===== config.mk =====
export PLATFORM = sky130hd
export DESIGN_NAME = tta_scale
export DESIGN_NICKNAME = d
export VERILOG_FILES = /design/src/sv/tta_pkg.sv /design/src/sv/tta_scale.sv
export SDC_FILE = /design/constraint.sdc
export NUM_CORES = 2
export LEC_CHECK = 0
export ABC_CLOCK_PERIOD_IN_PS = 7900
export BUFFER_PORTS_ARGS = -buffer_cell sky130_fd_sc_hd__buf_2
export CAP_MARGIN = 10
export CELL_PAD_IN_SITES_DETAIL_PLACEMENT = 0
export CELL_PAD_IN_SITES_GLOBAL_PLACEMENT = 1
export CORE_ASPECT_RATIO = 0.5
export CORE_MARGIN = 2
export CORE_UTILIZATION = 45
export DETAILED_ROUTE_END_ITERATION = 12
export PLACE_DENSITY = 0.84
export SLEW_MARGIN = 15
export SYNTH_ARGS = -nofsm -noshare
export SYNTH_HDL_FRONTEND = slang
export SYNTH_SLANG_ARGS = --single-unit

===== constraint.sdc =====
create_clock -name clk -period 7.9 [get_ports clk]
set_input_delay 1.58 -clock clk [delete_from_list [all_inputs] [get_ports clk]]
set_output_delay 1.58 -clock clk [all_outputs]
set_load 0.05 [all_outputs]

===== src/sv/tta_pkg.sv =====
`default_nettype none
package tta_pkg;

	// Field widths.
	localparam int AXIS_BITS = 16;
	localparam int GAIN_BITS = 16;
	localparam int GAIN_FRAC = 12;
	localparam int DEAD_BITS = AXIS_BITS - 1;
	localparam int PWM_BITS  = 12;

	// Datapath widths.
	localparam int PROD_BITS = AXIS_BITS + GAIN_BITS;
	localparam int SUM_BITS  = PROD_BITS + 2;
	localparam int MAG_BITS  = PROD_BITS;
	localparam int NUM_BITS  = PWM_BITS + MAG_BITS;
	localparam int REM_BITS  = NUM_BITS + 2;
	localparam int DIV_BITS  = MAG_BITS + 1;
	localparam int Q_BITS    = PWM_BITS;
	localparam int LANES     = 3;

	// Full scale, 1.0 at the scale of the mixed thrust.
	localparam logic [MAG_BITS-1:0] UNIT =
		{{(MAG_BITS - AXIS_BITS - GAIN_FRAC){1'b0}}, 1'b1, {(AXIS_BITS - 1 + GAIN_FRAC){1'b0}}};

	// Saturation limit of a PWM value.
	localparam logic [PWM_BITS-1:0] PWM_MAX = {PWM_BITS{1'b1}};

	// Register file.
	localparam int DATA_BITS    = 32;
	localparam int ADDR_BITS    = 5;
	localparam int REG_IDX_BITS = 3;

	localparam logic [REG_IDX_BITS-1:0] REG_SURGE_GAIN_FIRST  = 3'd0;
	localparam logic [REG_IDX_BITS-1:0] REG_SURGE_GAIN_SECOND = 3'd1;
	localparam logic [REG_IDX_BITS-1:0] REG_SWAY_GAIN         = 3'd2;
	localparam logic [REG_IDX_BITS-1:0] REG_YAW_GAIN          = 3'd3;
	localparam logic [REG_IDX_BITS-1:0] REG_DEAD_BAND         = 3'd4;
	localparam logic [REG_IDX_BITS-1:0] REG_PWM_CENTER        = 3'd5;
	localparam logic [REG_IDX_BITS-1:0] REG_PWM_FORWARD_SPAN  = 3'd6;
	localparam logic [REG_IDX_BITS-1:0] REG_PWM_REVERSE_SPAN  = 3'd7;

	// Reset values of the registers.
	localparam logic [GAIN_BITS-1:0] RST_SURGE_GAIN_FIRST  = 16'sd4096;
	localparam logic [GAIN_BITS-1:0] RST_SURGE_GAIN_SECOND = 16'sd4096;
	localparam logic [GAIN_BITS-1:0] RST_SWAY_GAIN         = -16'sd3251;
	localparam logic [GAIN_BITS-1:0] RST_YAW_GAIN          = 16'sd4334;
	localparam logic [DEAD_BITS-1:0] RST_DEAD_BAND         = 15'd1638;
	localparam logic [PWM_BITS-1:0]  RST_PWM_CENTER        = 12'd1500;
	localparam logic [PWM_BITS-1:0]  RST_PWM_FORWARD_SPAN  = 12'd400;
	localparam logic [PWM_BITS-1:0]  RST_PWM_REVERSE_SPAN  = 12'd200;

	// Configuration as seen by the datapath.
	typedef struct packed {
		logic signed [GAIN_BITS-1:0] surge_gain_first;
		logic signed [GAIN_BITS-1:0] surge_gain_second;
		logic signed [GAIN_BITS-1:0] sway_gain;
		logic signed [GAIN_BITS-1:0] yaw_gain;
		logic [DEAD_BITS-1:0]        dead_band;
		logic [PWM_BITS-1:0]         pwm_center;
		logic [PWM_BITS-1:0]         pwm_forward_span;
		logic [PWM_BITS-1:0]         pwm_reverse_span;
	} cfg_t;

	// Mixed thrust of the three thrusters.
	typedef struct packed {
		logic signed [SUM_BITS-1:0] t1;
		logic signed [SUM_BITS-1:0] t2;
		logic signed [SUM_BITS-1:0] t3;
	} thrust_t;

	// One lane of the quotient pipeline.
	typedef struct packed {
		logic [REM_BITS-1:0] rem;
		logic [DIV_BITS-1:0] dvs;
		logic [Q_BITS-1:0]   quo;
		logic                neg;
	} div_lane_t;

	typedef div_lane_t [LANES-1:0] div_vec_t;

	// Sign extension of a product to the sum width.
	function automatic logic signed [SUM_BITS-1:0] ext_prod(input logic signed [PROD_BITS-1:0] p);
		return {{(SUM_BITS - PROD_BITS){p[PROD_BITS-1]}}, p};
	endfunction

endpackage
`default_nettype wire


===== src/sv/tta_scale.sv =====
`default_nettype none
module tta_scale (
	input  wire logic             clk,
	input  wire logic             arst_n,
	input  wire logic             en,
	input  wire tta_pkg::cfg_t    cfg,
	input  wire logic             valid_in,
	input  wire tta_pkg::thrust_t thrust_in,
	output logic                  valid_out,
	output tta_pkg::div_vec_t     lanes_out
);

	logic                                 valid_s5, valid_s6, valid_s7;
	logic signed [tta_pkg::SUM_BITS-1:0]  t_d [tta_pkg::LANES];
	logic [tta_pkg::MAG_BITS-1:0]         mag_s5 [tta_pkg::LANES];
	logic [tta_pkg::PWM_BITS-1:0]         span_s5 [tta_pkg::LANES];
	logic                                 neg_s5 [tta_pkg::LANES];
	logic [tta_pkg::NUM_BITS-1:0]         num_s6 [tta_pkg::LANES];
	logic [tta_pkg::MAG_BITS-1:0]         den_s6;
	logic                                 neg_s6 [tta_pkg::LANES];
	tta_pkg::div_vec_t                    lanes_s7;
	logic [tta_pkg::MAG_BITS-1:0]         max_a, max_b, den_d;

	assign t_d[0] = thrust_in.t1;
	assign t_d[1] = thrust_in.t2;
	assign t_d[2] = thrust_in.t3;

	// The divisor is the largest magnitude, but never below full scale.
	always_comb begin
		max_a = (mag_s5[0] > mag_s5[1]) ? mag_s5[0] : mag_s5[1];
		max_b = (mag_s5[2] > tta_pkg::UNIT) ? mag_s5[2] : tta_pkg::UNIT;
		den_d = (max_a > max_b) ? max_a : max_b;
	end

	always_ff @(posedge clk or negedge arst_n) begin
		if (!arst_n) begin
			valid_s5 <= 1'b0;
			valid_s6 <= 1'b0;
			valid_s7 <= 1'b0;
		end else if (en) begin
			valid_s5 <= valid_in;
			valid_s6 <= valid_s5;
			valid_s7 <= valid_s6;
		end
	end

	// Stage 5 splits sign and magnitude and picks the span, stage 6 forms the
	// scaled numerator and the divisor, stage 7 sets up the rounded quotient.
	always_ff @(posedge clk) begin
		if (en) begin
			for (int l = 0; l < tta_pkg::LANES; l++) begin
				neg_s5[l]  <= t_d[l][tta_pkg::SUM_BITS-1];
				mag_s5[l]  <= t_d[l][tta_pkg::SUM_BITS-1] ?
					tta_pkg::MAG_BITS'(-t_d[l]) : t_d[l][tta_pkg::MAG_BITS-1:0];
				span_s5[l] <= t_d[l][tta_pkg::SUM_BITS-1] ?
					cfg.pwm_reverse_span : cfg.pwm_forward_span;

				num_s6[l] <= {{(tta_pkg::NUM_BITS - tta_pkg::PWM_BITS){1'b0}}, span_s5[l]} *
					{{(tta_pkg::NUM_BITS - tta_pkg::MAG_BITS){1'b0}}, mag_s5[l]};
				neg_s6[l] <= neg_s5[l];

				lanes_s7[l].rem <= {1'b0, num_s6[l], 1'b0} +
					{{(tta_pkg::REM_BITS - tta_pkg::MAG_BITS){1'b0}}, den_s6};
				lanes_s7[l].dvs <= {den_s6, 1'b0};
				lanes_s7[l].quo <= {tta_pkg::Q_BITS{1'b0}};
				lanes_s7[l].neg <= neg_s6[l];
			end
			den_s6 <= den_d;
		end
	end

	assign valid_out = valid_s7;
	assign lanes_out = lanes_s7;

endmodule
`default_nettype wire


Yosys cells after proc, flatten, opt, wreduce, memory -nomap -nowiden

Memories as Yosys holds them, arrays and structs flattened. A register that Yosys moved wholly into a read port is not among the register bits.
Index checks and enable logic that the tools add are counted.

Add/sub/neg operators: 6
Multipliers: 3
Order comparisons: 3
Multiplexer cells: 11

Operators with widths:

| kind                   | number |
|---|---|
| $mux W32               | 6 |
| $add A45 B32 Y46       | 3 |
| $mul A12 B32 Y44       | 3 |
| $neg A32 Y32           | 3 |
| $gt A32 B32 Y1         | 2 |
| $mux W12               | 3 |
| $gt A32 B28 Y1 const B | 1 |
| $mux W1                | 2 |

Register bits after elaboration: 205
RAM bits: 270
Input bits: 221
Output and inout port bits: 277
Memories kept: 5

Memories:

| memory  | depth | width | read ports | clocked after memory_dff | write ports | RTL line        | RTL |
|---|---|---|---|---|---|---|---|
| num_s6  | 3     | 44    | 3          | 0                        | 3           | tta_scale.sv:18 | `logic [tta_pkg::NUM_BITS-1:0] num_s6 [tta_pkg::LANES];` |
| mag_s5  | 3     | 32    | 3          | 0                        | 3           | tta_scale.sv:15 | `logic [tta_pkg::MAG_BITS-1:0] mag_s5 [tta_pkg::LANES];` |
| span_s5 | 3     | 12    | 3          | 0                        | 3           | tta_scale.sv:16 | `logic [tta_pkg::PWM_BITS-1:0] span_s5 [tta_pkg::LANES];` |
| neg_s5  | 3     | 1     | 3          | 0                        | 3           | tta_scale.sv:17 | `logic neg_s5 [tta_pkg::LANES];` |
| neg_s6  | 3     | 1     | 3          | 3                        | 3           | tta_scale.sv:20 | `logic neg_s6 [tta_pkg::LANES];` |

Longest topological paths before layout

An unclocked memory read counts as a cell.

Depth in word-level cells: 5
Gate-level depth with buffers: 23
Gate-level depth less buffers: 21

Worst setup path before layout

OpenSTA, ideal clock, no wires.

Kind: register to register
From: mem span_s5[0][18] (netlist bit)
To: mem num_s6[0][83] (netlist bit) (data pin)
Arrival time: 5750 ps
Data required time: 7636 ps
Path slack: 1886 ps
Cell stages (with the launch flop): 22
Path buffers: 2
Path through: edfxtp_1 clkbuf_1 nand2_1 fa_1 inv_1 fa_1 fa_1 fa_1 inv_1 fa_1 inv_1 ha_1 clkbuf_1 and4_1 a21o_1 or4_1 o21a_1 a211o_1 a41o_1 a21o_1 a21oi_1 xnor2_1

RTL lines:

| item               | RTL line |
|---|---|
| start: declaration | tta_scale.sv:16 |
| end: declaration   | tta_scale.sv:18 |

==> out/metrics.cfg <==
[synthesis]
async_flop_share_pct=0.632
synthTopCellsByCount=inv_1, nand2_1, fa_1, edfxtp_1, ha_1
synth_area_leaders=fa_1, edfxtp_1, ha_1
synthMostInstantiatedCell=inv_1
ys_ff_latch=475
synth_area_um2=60800
ys.flop_type=edfxtp_1
yosysTopAreaCellShare_pct=29.7
synthCells=6243
ys_types=72
ys_seq_area_share_pct=23.4
syn_avg_cell_area_um2=9.74
synth_enable_flop_cells=472
yosys_warnings=0
synth_largest_area_cell=fa_1

[clocking]
cts_tree=done
cts_setup_buffers=0
clk_latency_ps=680
cts_resized=0
clock_sinks=475
clockRootBuffer=clkbuf_16
cts-htree-levels=2
clk_path_buf_depth=3
cts_buffers=52
hold_buffers=0
path_clk_slew_ps=70

[placed_design]
io_buffer_count=364
globalplace.congestion=0.900
hpwl_um=132000

[cells_and_area]
n_fill_cell=12600
drive_above_1_share_pct=10.5
multi_input_area_um2=40800
final-seq-area_um2=14200
fin_nets=7946
syn2layout_area_growth_pct=8.07

[global_routing]
grt_pass1_wl_um=265000
grt_max_degree=159
grt_pass1_vias=45500
gr-usage-all-layers_pct=25.2
grt_overflow=0
antenna_found_initial=23

[critical_path]
crit_type=reg -> reg
crit_family=adder cells
critPathBufInv=1
crit_chain=nand2_1 > fa_1 > inv_1 > fa_1 > fa_1 > fa_1 > fa_1 > ha_1 > a211oi_1 > nand2_1 > a2111oi_0 > a211oi_1 > o311ai_0 > a21oi_1 > o21ai_0 > nand2_1 > o311ai_0
critPathMostFrequentCell=fa_1
worstPathArrival_ps=7720
crit_slowest_cell=edfxtp_1
cp.required_ps=8320
worstSetupEndpointType=flop
cpPeakStageDelay_ps=1020
crit_path_max_fanout=20
crit_start=span_s5[0][30]
crit_path_start_kind=flop
rr_startpoint=span_s5[0][30]

[route]
drtIter0Drc=3352
routedWlPerCell_um=20.8
antenna_left=0
wirelength_um=172000
drt_first_pass_iters=6
vias=44400
vias_per_cell=5.37
drc=0

[die]
rows=95
ios=498
die_x_um=524
die_y_um=264
start_util_pct=45.3
dieArea_um2=138000
core_um2=134000

[sta]
timing.fmax_mhz=137
clock_skew_ps=44.2
setup_viol=0
tightest_slew_ps=1200
whs_ps=410
hold_violations=0
min_period_over_period_pct=92.5
min_period_ps=7300
rsz0062_at_grt=no
setup-tns-final_ps=0
maxSlewViolCount=0
max_slew_margin_pct=20.1

[run_status]
status=finished, final reports clean

[min_path]
hp-start=neg_s5[0][1]
hold_class=reg -> reg

[run]
maxCapViolCount=0

## layout make-up
class / count / share of cell area [%]
multi-input combinational: 4329 / 62.1
sequential: 475 / 21.7
inverter: 1096 / 6.26
timing repair buffer: 462 / 3.97
tap: 1794 / 3.42
clock buffer: 62 / 2.04
clock inverter: 33 / 0.508
antenna: 14 / 0.0533
## worst paths after layout
kind / endpoint / slack [ps] / cells after the start
worst min-delay path: neg_s6[0][1] / 410 / 0
worst max-delay path: num_s6[0][126] / 600 / 17
max in group asynchronous: valid_s5 / 7070 / 1
min in group asynchronous: valid_out / 730 / 1
worst min register to register: neg_s6[0][1] / 410 / 0
worst max register to register: num_s6[0][126] / 600 / 17
## through the flow
| stage | area [um2] | utilization [%] | setup slack, ps | cells |
|---|---|---|---|---|
| 2_1_floorplan | 60900 | - | 1890 | 6281 |
| 3_3_place_gp | 64000 | 47.7 | 902 | 8155 |
| 3_5_place_dp | 64000 | 47.7 | 822 | 8155 |
| 4_1_cts | 65600 | 48.9 | 718 | 8250 |
| 5_1_grt | 65700 | 48.9 | 372 | 8256 |
| 6_report | 65700 | 49.0 | 595 | 8265 |
## registers in the layout (all words and copies together) (netlist names)
signal / cells
mag_s5: 96
valid_out: 1
den_s6: 32
num_s6: 132
lanes_out: 170
neg_s6: 3
valid_s5: 1
span_s5: 36
valid_s6: 1
neg_s5: 3
## kinds of logic after synthesis
logic type / Yosys count / share of synthesized area [%]
and+or+nand+nor: 1810 / 14.2
buffers and inverters: 1477 / 9.77
adders and majority gates: 1309 / 38.1
AOI/OAI and AO/OA: 753 / 8.04
DFF: 475 / 23.4
xor gates and xnor gates: 314 / 4.52
muxes: 104 / 1.92
other: 1 / 0.00617
## cell usage in the layout, fill, tap and decap left out, types with 19 or more instances in the layout
cell | Yosys | final
nor2b_1 | 28 | 28
and3_1 | 31 | 31
clkbuf_16 | 0 | 53
conb_1 | 1 | 39
o31ai_1 | 29 | 29
edfxtp_1 | 472 | 472
a31oi_1 | 33 | 32
nand4_1 | 54 | 54
inv_1 | 1096 | 1096
nand3_1 | 49 | 49
nand2_1 | 962 | 962
buf_2 | 0 | 363
a21oi_1 | 193 | 193
nor2_1 | 122 | 122
a211oi_1 | 29 | 29
nand2b_1 | 43 | 43
o21ai_0 | 159 | 159
o21bai_1 | 25 | 25
mux2_2 | 101 | 101
nor3_1 | 40 | 40
and2_1 | 381 | 381
xnor2_1 | 239 | 239
a21o_1 | 131 | 131
xor2_1 | 75 | 75
buf_4 | 106 | 95
o21a_1 | 44 | 44
ha_1 | 406 | 406
or3_1 | 19 | 19
fa_1 | 903 | 903
## per-layer routing
metal / vias up / routed length [um] / GRT usage [%]
met1: 22400 / 68400 / 31.7
li1: 20100 / - / -
met3: 321 / 15700 / 6.95
met4: 22 / 6820 / 9.67
met2: 1536 / 80500 / 41.2
met5: - / 146 / 0
Power is left out: the tool's default activity adds up to more than one toggle a clock period on the data nets, which glitch-free logic cannot reach.
