$ cat config.mk
export PLATFORM = sky130hd
export DESIGN_NAME = tta_front
export DESIGN_NICKNAME = d
export VERILOG_FILES = /design/src/sv/tta_pkg.sv /design/src/sv/tta_front.sv
export SDC_FILE = /design/constraint.sdc
export NUM_CORES = 2
export LEC_CHECK = 0
export BUFFER_PORTS_ARGS = -buffer_cell sky130_fd_sc_hd__buf_2
export CORE_AREA = 2 2 429 346
export DETAILED_ROUTE_END_ITERATION = 10
export DIE_AREA = 0 0 431 348
export PLACE_DENSITY_LB_ADDON = 0.05
export SYNTH_ARGS = -nofsm -noshare
export SYNTH_HDL_FRONTEND = slang
export SYNTH_SLANG_ARGS = --single-unit
$ cat constraint.sdc
create_clock -name clk -period 7 [get_ports clk]
set_input_delay 0.7 -clock clk [delete_from_list [all_inputs] [get_ports clk]]
set_output_delay 0.7 -clock clk [all_outputs]
set_load 0.01 [all_outputs]
$ cat src/sv/tta_pkg.sv
`default_nettype none
package tta_pkg;

	// Field widths.
	localparam int AXIS_BITS = 16;
	localparam int GAIN_BITS = 16;
	localparam int GAIN_FRAC = 12;
	localparam int DEAD_BITS = AXIS_BITS - 1;
	localparam int PWM_BITS  = 12;

	// Datapath widths.
	localparam int PROD_BITS = AXIS_BITS + GAIN_BITS;
	localparam int SUM_BITS  = PROD_BITS + 2;
	localparam int MAG_BITS  = PROD_BITS;
	localparam int NUM_BITS  = PWM_BITS + MAG_BITS;
	localparam int REM_BITS  = NUM_BITS + 2;
	localparam int DIV_BITS  = MAG_BITS + 1;
	localparam int Q_BITS    = PWM_BITS;
	localparam int LANES     = 3;

	// Full scale, 1.0 at the scale of the mixed thrust.
	localparam logic [MAG_BITS-1:0] UNIT =
		{{(MAG_BITS - AXIS_BITS - GAIN_FRAC){1'b0}}, 1'b1, {(AXIS_BITS - 1 + GAIN_FRAC){1'b0}}};

	// Saturation limit of a PWM value.
	localparam logic [PWM_BITS-1:0] PWM_MAX = {PWM_BITS{1'b1}};

	// Register file.
	localparam int DATA_BITS    = 32;
	localparam int ADDR_BITS    = 5;
	localparam int REG_IDX_BITS = 3;

	localparam logic [REG_IDX_BITS-1:0] REG_SURGE_GAIN_FIRST  = 3'd0;
	localparam logic [REG_IDX_BITS-1:0] REG_SURGE_GAIN_SECOND = 3'd1;
	localparam logic [REG_IDX_BITS-1:0] REG_SWAY_GAIN         = 3'd2;
	localparam logic [REG_IDX_BITS-1:0] REG_YAW_GAIN          = 3'd3;
	localparam logic [REG_IDX_BITS-1:0] REG_DEAD_BAND         = 3'd4;
	localparam logic [REG_IDX_BITS-1:0] REG_PWM_CENTER        = 3'd5;
	localparam logic [REG_IDX_BITS-1:0] REG_PWM_FORWARD_SPAN  = 3'd6;
	localparam logic [REG_IDX_BITS-1:0] REG_PWM_REVERSE_SPAN  = 3'd7;

	// Reset values of the registers.
	localparam logic [GAIN_BITS-1:0] RST_SURGE_GAIN_FIRST  = 16'sd4096;
	localparam logic [GAIN_BITS-1:0] RST_SURGE_GAIN_SECOND = 16'sd4096;
	localparam logic [GAIN_BITS-1:0] RST_SWAY_GAIN         = -16'sd3251;
	localparam logic [GAIN_BITS-1:0] RST_YAW_GAIN          = 16'sd4334;
	localparam logic [DEAD_BITS-1:0] RST_DEAD_BAND         = 15'd1638;
	localparam logic [PWM_BITS-1:0]  RST_PWM_CENTER        = 12'd1500;
	localparam logic [PWM_BITS-1:0]  RST_PWM_FORWARD_SPAN  = 12'd400;
	localparam logic [PWM_BITS-1:0]  RST_PWM_REVERSE_SPAN  = 12'd200;

	// Configuration as seen by the datapath.
	typedef struct packed {
		logic signed [GAIN_BITS-1:0] surge_gain_first;
		logic signed [GAIN_BITS-1:0] surge_gain_second;
		logic signed [GAIN_BITS-1:0] sway_gain;
		logic signed [GAIN_BITS-1:0] yaw_gain;
		logic [DEAD_BITS-1:0]        dead_band;
		logic [PWM_BITS-1:0]         pwm_center;
		logic [PWM_BITS-1:0]         pwm_forward_span;
		logic [PWM_BITS-1:0]         pwm_reverse_span;
	} cfg_t;

	// Mixed thrust of the three thrusters.
	typedef struct packed {
		logic signed [SUM_BITS-1:0] t1;
		logic signed [SUM_BITS-1:0] t2;
		logic signed [SUM_BITS-1:0] t3;
	} thrust_t;

	// One lane of the quotient pipeline.
	typedef struct packed {
		logic [REM_BITS-1:0] rem;
		logic [DIV_BITS-1:0] dvs;
		logic [Q_BITS-1:0]   quo;
		logic                neg;
	} div_lane_t;

	typedef div_lane_t [LANES-1:0] div_vec_t;

	// Sign extension of a product to the sum width.
	function automatic logic signed [SUM_BITS-1:0] ext_prod(input logic signed [PROD_BITS-1:0] p);
		return {{(SUM_BITS - PROD_BITS){p[PROD_BITS-1]}}, p};
	endfunction

endpackage
`default_nettype wire

$ cat src/sv/tta_front.sv
`default_nettype none
module tta_front (
	input  wire logic                                clk,
	input  wire logic                                arst_n,
	input  wire logic                                en,
	input  wire tta_pkg::cfg_t                       cfg,
	input  wire logic                                valid_in,
	input  wire logic signed [tta_pkg::AXIS_BITS-1:0] surge_in,
	input  wire logic signed [tta_pkg::AXIS_BITS-1:0] sway_in,
	input  wire logic signed [tta_pkg::AXIS_BITS-1:0] yaw_in,
	output logic                                     valid_out,
	output tta_pkg::thrust_t                         thrust_out
);

	logic                                 valid_s1, valid_s2, valid_s3, valid_s4;
	logic signed [tta_pkg::AXIS_BITS-1:0] surge_s1, sway_s1, yaw_s1;
	logic signed [tta_pkg::AXIS_BITS-1:0] surge_d, sway_d, yaw_d;
	logic signed [tta_pkg::PROD_BITS-1:0] p1_s2, p2_s2, psw_s2, pyw_s2;
	logic signed [tta_pkg::AXIS_BITS-1:0] sway_s2;
	logic signed [tta_pkg::PROD_BITS-1:0] p1_s3, p2_s3;
	logic signed [tta_pkg::SUM_BITS-1:0]  mix_s3;
	logic signed [tta_pkg::AXIS_BITS-1:0] sway_s3;
	tta_pkg::thrust_t                     thrust_s4;

	// Zero an axis whose magnitude is at or below the dead band.
	function automatic logic signed [tta_pkg::AXIS_BITS-1:0] dead_zone(
		input logic signed [tta_pkg::AXIS_BITS-1:0] a,
		input logic [tta_pkg::DEAD_BITS-1:0]        band
	);
		logic [tta_pkg::AXIS_BITS-1:0] m;
		m = a[tta_pkg::AXIS_BITS-1] ? ({tta_pkg::AXIS_BITS{1'b0}} - a) : a;
		return (m <= {1'b0, band}) ? {tta_pkg::AXIS_BITS{1'b0}} : a;
	endfunction

	always_comb begin
		surge_d = dead_zone(surge_in, cfg.dead_band);
		sway_d  = dead_zone(sway_in, cfg.dead_band);
		yaw_d   = dead_zone(yaw_in, cfg.dead_band);
	end

	// Valid bits of the four stages.
	always_ff @(posedge clk or negedge arst_n) begin
		if (!arst_n) begin
			valid_s1 <= 1'b0;
			valid_s2 <= 1'b0;
			valid_s3 <= 1'b0;
			valid_s4 <= 1'b0;
		end else if (en) begin
			valid_s1 <= valid_in;
			valid_s2 <= valid_s1;
			valid_s3 <= valid_s2;
			valid_s4 <= valid_s3;
		end
	end

	// Stage 1 holds the axes after the dead band, stage 2 the gain products,
	// stage 3 the shared sway and yaw term, stage 4 the thruster sums.
	always_ff @(posedge clk) begin
		if (en) begin
			surge_s1 <= surge_d;
			sway_s1  <= sway_d;
			yaw_s1   <= yaw_d;

			p1_s2   <= $signed(surge_s1) * $signed(cfg.surge_gain_first);
			p2_s2   <= $signed(surge_s1) * $signed(cfg.surge_gain_second);
			psw_s2  <= $signed(sway_s1) * $signed(cfg.sway_gain);
			pyw_s2  <= $signed(yaw_s1) * $signed(cfg.yaw_gain);
			sway_s2 <= sway_s1;

			p1_s3   <= p1_s2;
			p2_s3   <= p2_s2;
			mix_s3  <= tta_pkg::ext_prod(psw_s2) + tta_pkg::ext_prod(pyw_s2);
			sway_s3 <= sway_s2;

			thrust_s4.t1 <= tta_pkg::ext_prod(p1_s3) + mix_s3;
			thrust_s4.t2 <= tta_pkg::ext_prod(p2_s3) - mix_s3;
			thrust_s4.t3 <= {{(tta_pkg::SUM_BITS - tta_pkg::AXIS_BITS - tta_pkg::GAIN_FRAC)
				{sway_s3[tta_pkg::AXIS_BITS-1]}}, sway_s3, {tta_pkg::GAIN_FRAC{1'b0}}};
		end
	end

	assign valid_out  = valid_s4;
	assign thrust_out = thrust_s4;

endmodule
`default_nettype wire

# Word level (Yosys, flattened, before mapping)
# Cells that the tools add are included.
classes:
  shifts: 0
  muxes: 3
  n_div: 0
  reduce_logical: 0
  bitwise_logic: 0
  n_addsub: 6
  n_lt_le_gt_ge: 3
  n_mul: 4
  eq_ne: 0
op_table:
  columns: ["operator", "n"]
  rows:
  - ["$mul A16 B16 Y32", 4]
  - ["$le A16 B15 Y1", 3]
  - ["$mux W16", 3]
  - ["$sub A1 B16 Y16 const A", 3]
  - ["$add A32 B34 Y34", 1]
  - ["$sub A32 B34 Y34", 1]
  - ["$add A32 B32 Y33", 1]
totals:
  word_cells: 35
  in_bits: 167
  ram_bits: 0
  out_inout_bits: 103
  romBits: 0
  n_memories: 0
  latch_bits: 0
  ff_bits: 394

# Depth between registers and ports, before layout
depth:
  word_depth: 3
  mapped_depth: 26
  ltp_nobuf: 25

# Worst setup path before layout
# OpenSTA, ideal clock, no wires.
synth_timing:
  path_kind: "in2reg"
  start: "input port cfg[85] (netlist name)"
  end: "register p2_s2[31] (netlist name) (data pin)"
  required_time_ns: 6.741
  path_buffers: 1
  arrival_ns: 6.241
  setup_ns: 0.259
  cell_stages: 23
  path_slack_ns: 0.500
  path_cell_list: "clkbuf_1 > and2_1 > fa_1 > inv_1 > fa_1 > fa_1 > inv_1 > fa_1 > fa_1 > inv_1 > fa_1 > inv_1 > ha_1 > a21o_1 > a21o_1 > a221oi_1 > o21ai_1 > and2_1 > a311oi_2 > a31oi_1 > a211oi_2 > a21oi_1 > xnor2_1"
synth_between:
  elab_chain_cells: 1
synth_lines:
  columns: ["element", "line_no", "text"]
  rows:
  - ["start, declared", "tta_front.sv:6", "input wire tta_pkg::cfg_t cfg,"]
  - ["$mul A16 B16 Y32", "tta_front.sv:65", "p2_s2 <= $signed(surge_s1) * $signed(cfg.surge_gain_second);"]
  - ["end signal, assigned", "tta_front.sv:65", null]
  - ["end, declared", "tta_front.sv:18", "logic signed [tta_pkg::PROD_BITS-1:0] p1_s2, p2_s2, psw_s2, pyw_s2;"]
# Every way passes these cells.
# A chain may end at the register's enable or synchronous reset.

# Worst setup path after layout
layout_timing:
  start: "register surge_s1[13] (netlist name)"
  end: "register p2_s2[30] (netlist name) (data pin)"
layout_between:
  elab_chain_cells: 1
layout_lines:
  columns: ["element", "line_no", "text"]
  rows:
  - ["start, declared", "tta_front.sv:16", "logic signed [tta_pkg::AXIS_BITS-1:0] surge_s1, sway_s1, yaw_s1;"]
  - ["start signal, assigned", "tta_front.sv:60", "surge_s1 <= surge_d;"]
  - ["$mul A16 B16 Y32", "tta_front.sv:65", null]
# Every way passes these cells.

==> results <==
- The flow ran to the end, and the final reports show no timing, DRC or antenna violations.
- The last weighted congestion value of the routability-driven placer is between 0.8 and 0.9.
- The y dimension of the die is approximately 350 um.
- Port buffering added 221 buffers.
- Row generation in the floorplan step produced 126 rows.
- The met3 demand-to-capacity share in global routing is 2.886%.
- The startpoint-to-endpoint class of the critical path is reg2reg.
- During I/O placement, the number of pins put on the boundary was 270.
- The H-tree depth is 2.
- The worst pin sits at a relative slew slack of 16.78%.
- Clock-pin slew was measured on the worst setup and hold paths at 0.07 ns.
- Setup repair after global routing left no endpoint under its margin.
- The class of the tightest hold or removal check is in2reg.
- The total half-perimeter wirelength after legalization and detailed placement is between 100 and 150 mm.
- Along the worst path, the maximum fanout reaches 5.
- The routed layout has 38700 vias.
- The number of enable-type register cells in the synthesized netlist is 389.
- Once detail routing completed, the nets flagged for antenna violations numbered 0.
- Including well taps, the total number of placed cells is 7833.
- The proportion of register bits with asynchronous set or reset after synthesis is 1.018%.
- Entering global routing, the biggest net connects 140 pins.
- The detailed router finished its first iteration with roughly 2700 violations.
- The number of pins with negative max-slew slack in the final report is 0.
- The number of antenna violations at the first check in global routing was 13.
- Ranked by total cell area, the synthesized netlist is headed by fa_1, edfxtp_1, ha_1.
- Synthesis inferred 393 register bits.
- The die area is 0.1500 mm2.
- The biggest area contributor in the post-synthesis netlist is fa_1.
- The global router's overall resource usage is between 20% and 30%.
- The worst-margin pin slew is 1.248 ns.
- Dividing the detail-routed via count by the number of cells gives approximately 5.
- STA classifies the critical path startpoint as a flip-flop.
- At the worst endpoint, the required time is 7.42 ns.
- The library cell used most frequently in the layout, excluding fill and tap cells, is inv_1.
- The maximum root-to-sink buffer count is 3.
- Relative to the synthesized area, the layout overhead comes to 10.63%.
- At the later pin of the worst-skew pair, clock insertion delay measures 0.65 ns.
- Sequential cells were found to cover 20.37% of the synthesized design area.
- The critical path data arrival time is 7.22 ns.
- The global routing met1 resource utilization is 33.79%.
- The starting utilization of the core area is 39.57%.
- Averaged over all synthesized cells, the footprint is 10.22 um2.
- The final worst clock skew is between 0.04 and 0.05 ns.
- Once layout is complete, the cells apart from fillers number 7932.
- The wire length of the first global-routing pass is about 250 mm.
- Counting distinct cell types in the post-synthesis netlist gives 79.
- The overall routed net length is around 150 mm.
- The post-route fraction of the period consumed by the critical path is 97.22%.
- The number of clock buffers inserted by TritonCTS is 45.
- TritonCTS built the clock tree.
- The layer flagged by global routing as most heavily used is met1.
- In the synthesized netlist the dominant register cell turns out to be edfxtp_1.
- The mean routed wirelength per cell is 19.47 um.
- The root buffer cell chosen for the clock tree is clkbuf_16.
- Setup violations remaining at the end of the flow were counted as 0.
- Global routing used 31.16% of the available met2 tracks.
- The total overflow left after global routing is 0.
- After the last flow step, the layout net total stands at approximately 7700.
- For the finished layout, the period the worst path requires is 6.806 ns.
- The top cell type by area accounts for 36.39% of the synthesized area.
- The cell area that synthesis handed to floorplanning was 0.05783 mm2.
- In the layout the commonest cells are inv_1, fa_1, nand2_1.
- The number of warning messages in the yosys log is 0.
- The number of hold violations in the final report is 0.
- The number of instances in the synthesized netlist is between 5000 and 6000.
- For this run, the detailed router's first-pass iteration total came to 5.
- The number of global-route vias before repair is 40910.
- For this run, design rule violations remaining after detail routing come to 0.
- The layout cell share with drive strength beyond 1 is under 10%.
- The worst setup path is captured at a flip-flop.
- The die is 431 um wide.
- The number of maximum-capacitance constraint violations is 0.
- The sink count of the clock tree is 393.
- Timing would allow up to 146.9 MHz.
- After floorplanning, the core was sized to cover around 0.15 mm2.
==> cells in the mapped netlist (6+ instances only) <==
master,count
a211o_1,6
a211oi_1,15
a21boi_0,16
a21boi_1,9
a21o_1,106
a21oi_1,166
a221oi_1,6
a31oi_1,25
and2_1,520
and3_1,14
buf_4,18
clkbuf_1,152
edfxtp_1,389
fa_1,1051
ha_1,474
inv_1,1255
nand2_1,559
nand2b_1,47
nand3_1,37
nand4_1,22
nor2_1,151
nor2b_1,17
nor3_1,20
o211ai_1,10
o21a_1,39
o21ai_0,83
o21ai_1,25
o21bai_1,29
o31ai_1,14
o41ai_1,8
or3_1,8
or4_1,6
xnor2_1,222
xor2_1,48
==> through the flow <==
step	instance area, um2	setup slack [ns]	util [%]	setup TNS, ns	hold WS [ns]
2_1_floorplan	57870	0.4999	-	0	0.4003
3_3_place_gp	62260	0.001477	42.60	0	0.4017
3_5_place_dp	62260	-0.008615	42.60	-0.008615	0.4045
4_1_cts	63800	0.06030	43.65	0	0.2250
5_1_grt	63970	0.02255	43.77	0	0.2530
6_report	63970	0.1943	43.77	0	0.2837
==> logic make-up (layout without fill, tap and decap cells) <==
group | after synthesis | in the layout | synth area share, %
and+or+nand+nor | 1419 | 1419 | 12.22
AOI/OAI and AO/OA | 616 | 616 | 7.147
other | 1 | 20 | 0.006485
muxes | 7 | 7 | 0.1298
buffers and inverters | 1429 | 1762 | 9.395
adders and majority gates | 1525 | 1525 | 46.64
DFF | 393 | 393 | 20.37
xor gates and xnor gates | 270 | 270 | 4.089
==> final timing paths <==
path / startpoint / to / slack (ns) / cells after the start
max reg2reg: surge_s1[13]$_SDFFCE_PP0P_ / p2_s2[30]$_DFFE_PP_ / 0.19 / 25
max: surge_s1[13]$_SDFFCE_PP0P_ / p2_s2[30]$_DFFE_PP_ / 0.19 / 25
min reg2reg: sway_s2[2]$_DFFE_PP_ / sway_s3[2]$_DFFE_PP_ / 0.41 / 0
min: valid_in / valid_s1$_DFFE_PN0P_ / 0.28 / 2
min in group asynchronous: arst_n / valid_s1$_DFFE_PN0P_ / 0.38 / 2
max in group asynchronous: arst_n / valid_s3$_DFFE_PN0P_ / 6.50 / 2
==> area by class of cell <==
cell class,instances,area (um2)
Multi-Input combinational cell,3849,40700
Tap cell,1920,2402
Antenna cell,8,20.02
Inverter,1255,4711
Clock buffer,51,1149
Timing Repair Buffer,424,2830
Sequential cell,393,11780
Fill cell,14220,82170
Clock inverter,32,379.1
==> registers in the layout, indices dropped and copies added (netlist names) <==
register	flops
thrust_out	84
psw_s2	32
yaw_s1	16
p2_s2	32
sway_s2	16
valid_s1	1
surge_s1	16
mix_s3	33
sway_s1	16
p2_s3	32
p1_s2	32
pyw_s2	32
sway_s3	16
p1_s3	32
valid_s3	1
valid_out	1
valid_s2	1
==> routing by layer <==
metal / vias to the layer above / wire [um]
li1: 18170 / -
met1: 19630 / 79000
met2: 799 / 64320
met3: 107 / 7873
met4: 2 / 3223
met5: - / 11
==> critical path: stages, from the launching register on <==
cell and delay, ns:
edfxtp_1 0.43, buf_12 0.18, buf_4 0.14, and2_1 0.15, fa_1 0.54, inv_1 0.05
fa_1 0.47, fa_1 0.52, inv_1 0.06, fa_1 0.50, fa_1 0.50, inv_1 0.05
fa_1 0.48, inv_1 0.04, ha_1 0.32, buf_4 0.16, and3_1 0.20, nand2_1 0.11
nor2_1 0.06, a311oi_1 0.36, buf_4 0.22, o31ai_2 0.10, nand2_1 0.10, o21a_1 0.20
or4b_1 0.44, o211ai_1 0.18
==> timing repair <==
| item | CTS | global route |
|---|---|---|
| endpoints found under the setup margin | 0 | 15 |
| gates resized for setup | 0 | 9 |
| hold buffers | 1 | 0 |
| setup buffers | 0 | 7 |
| endpoints found under the hold margin | 4 | 0 |
Power is left out: the tool's default activity adds up to more than one toggle a clock period on the data nets, which glitch-free logic cannot reach.
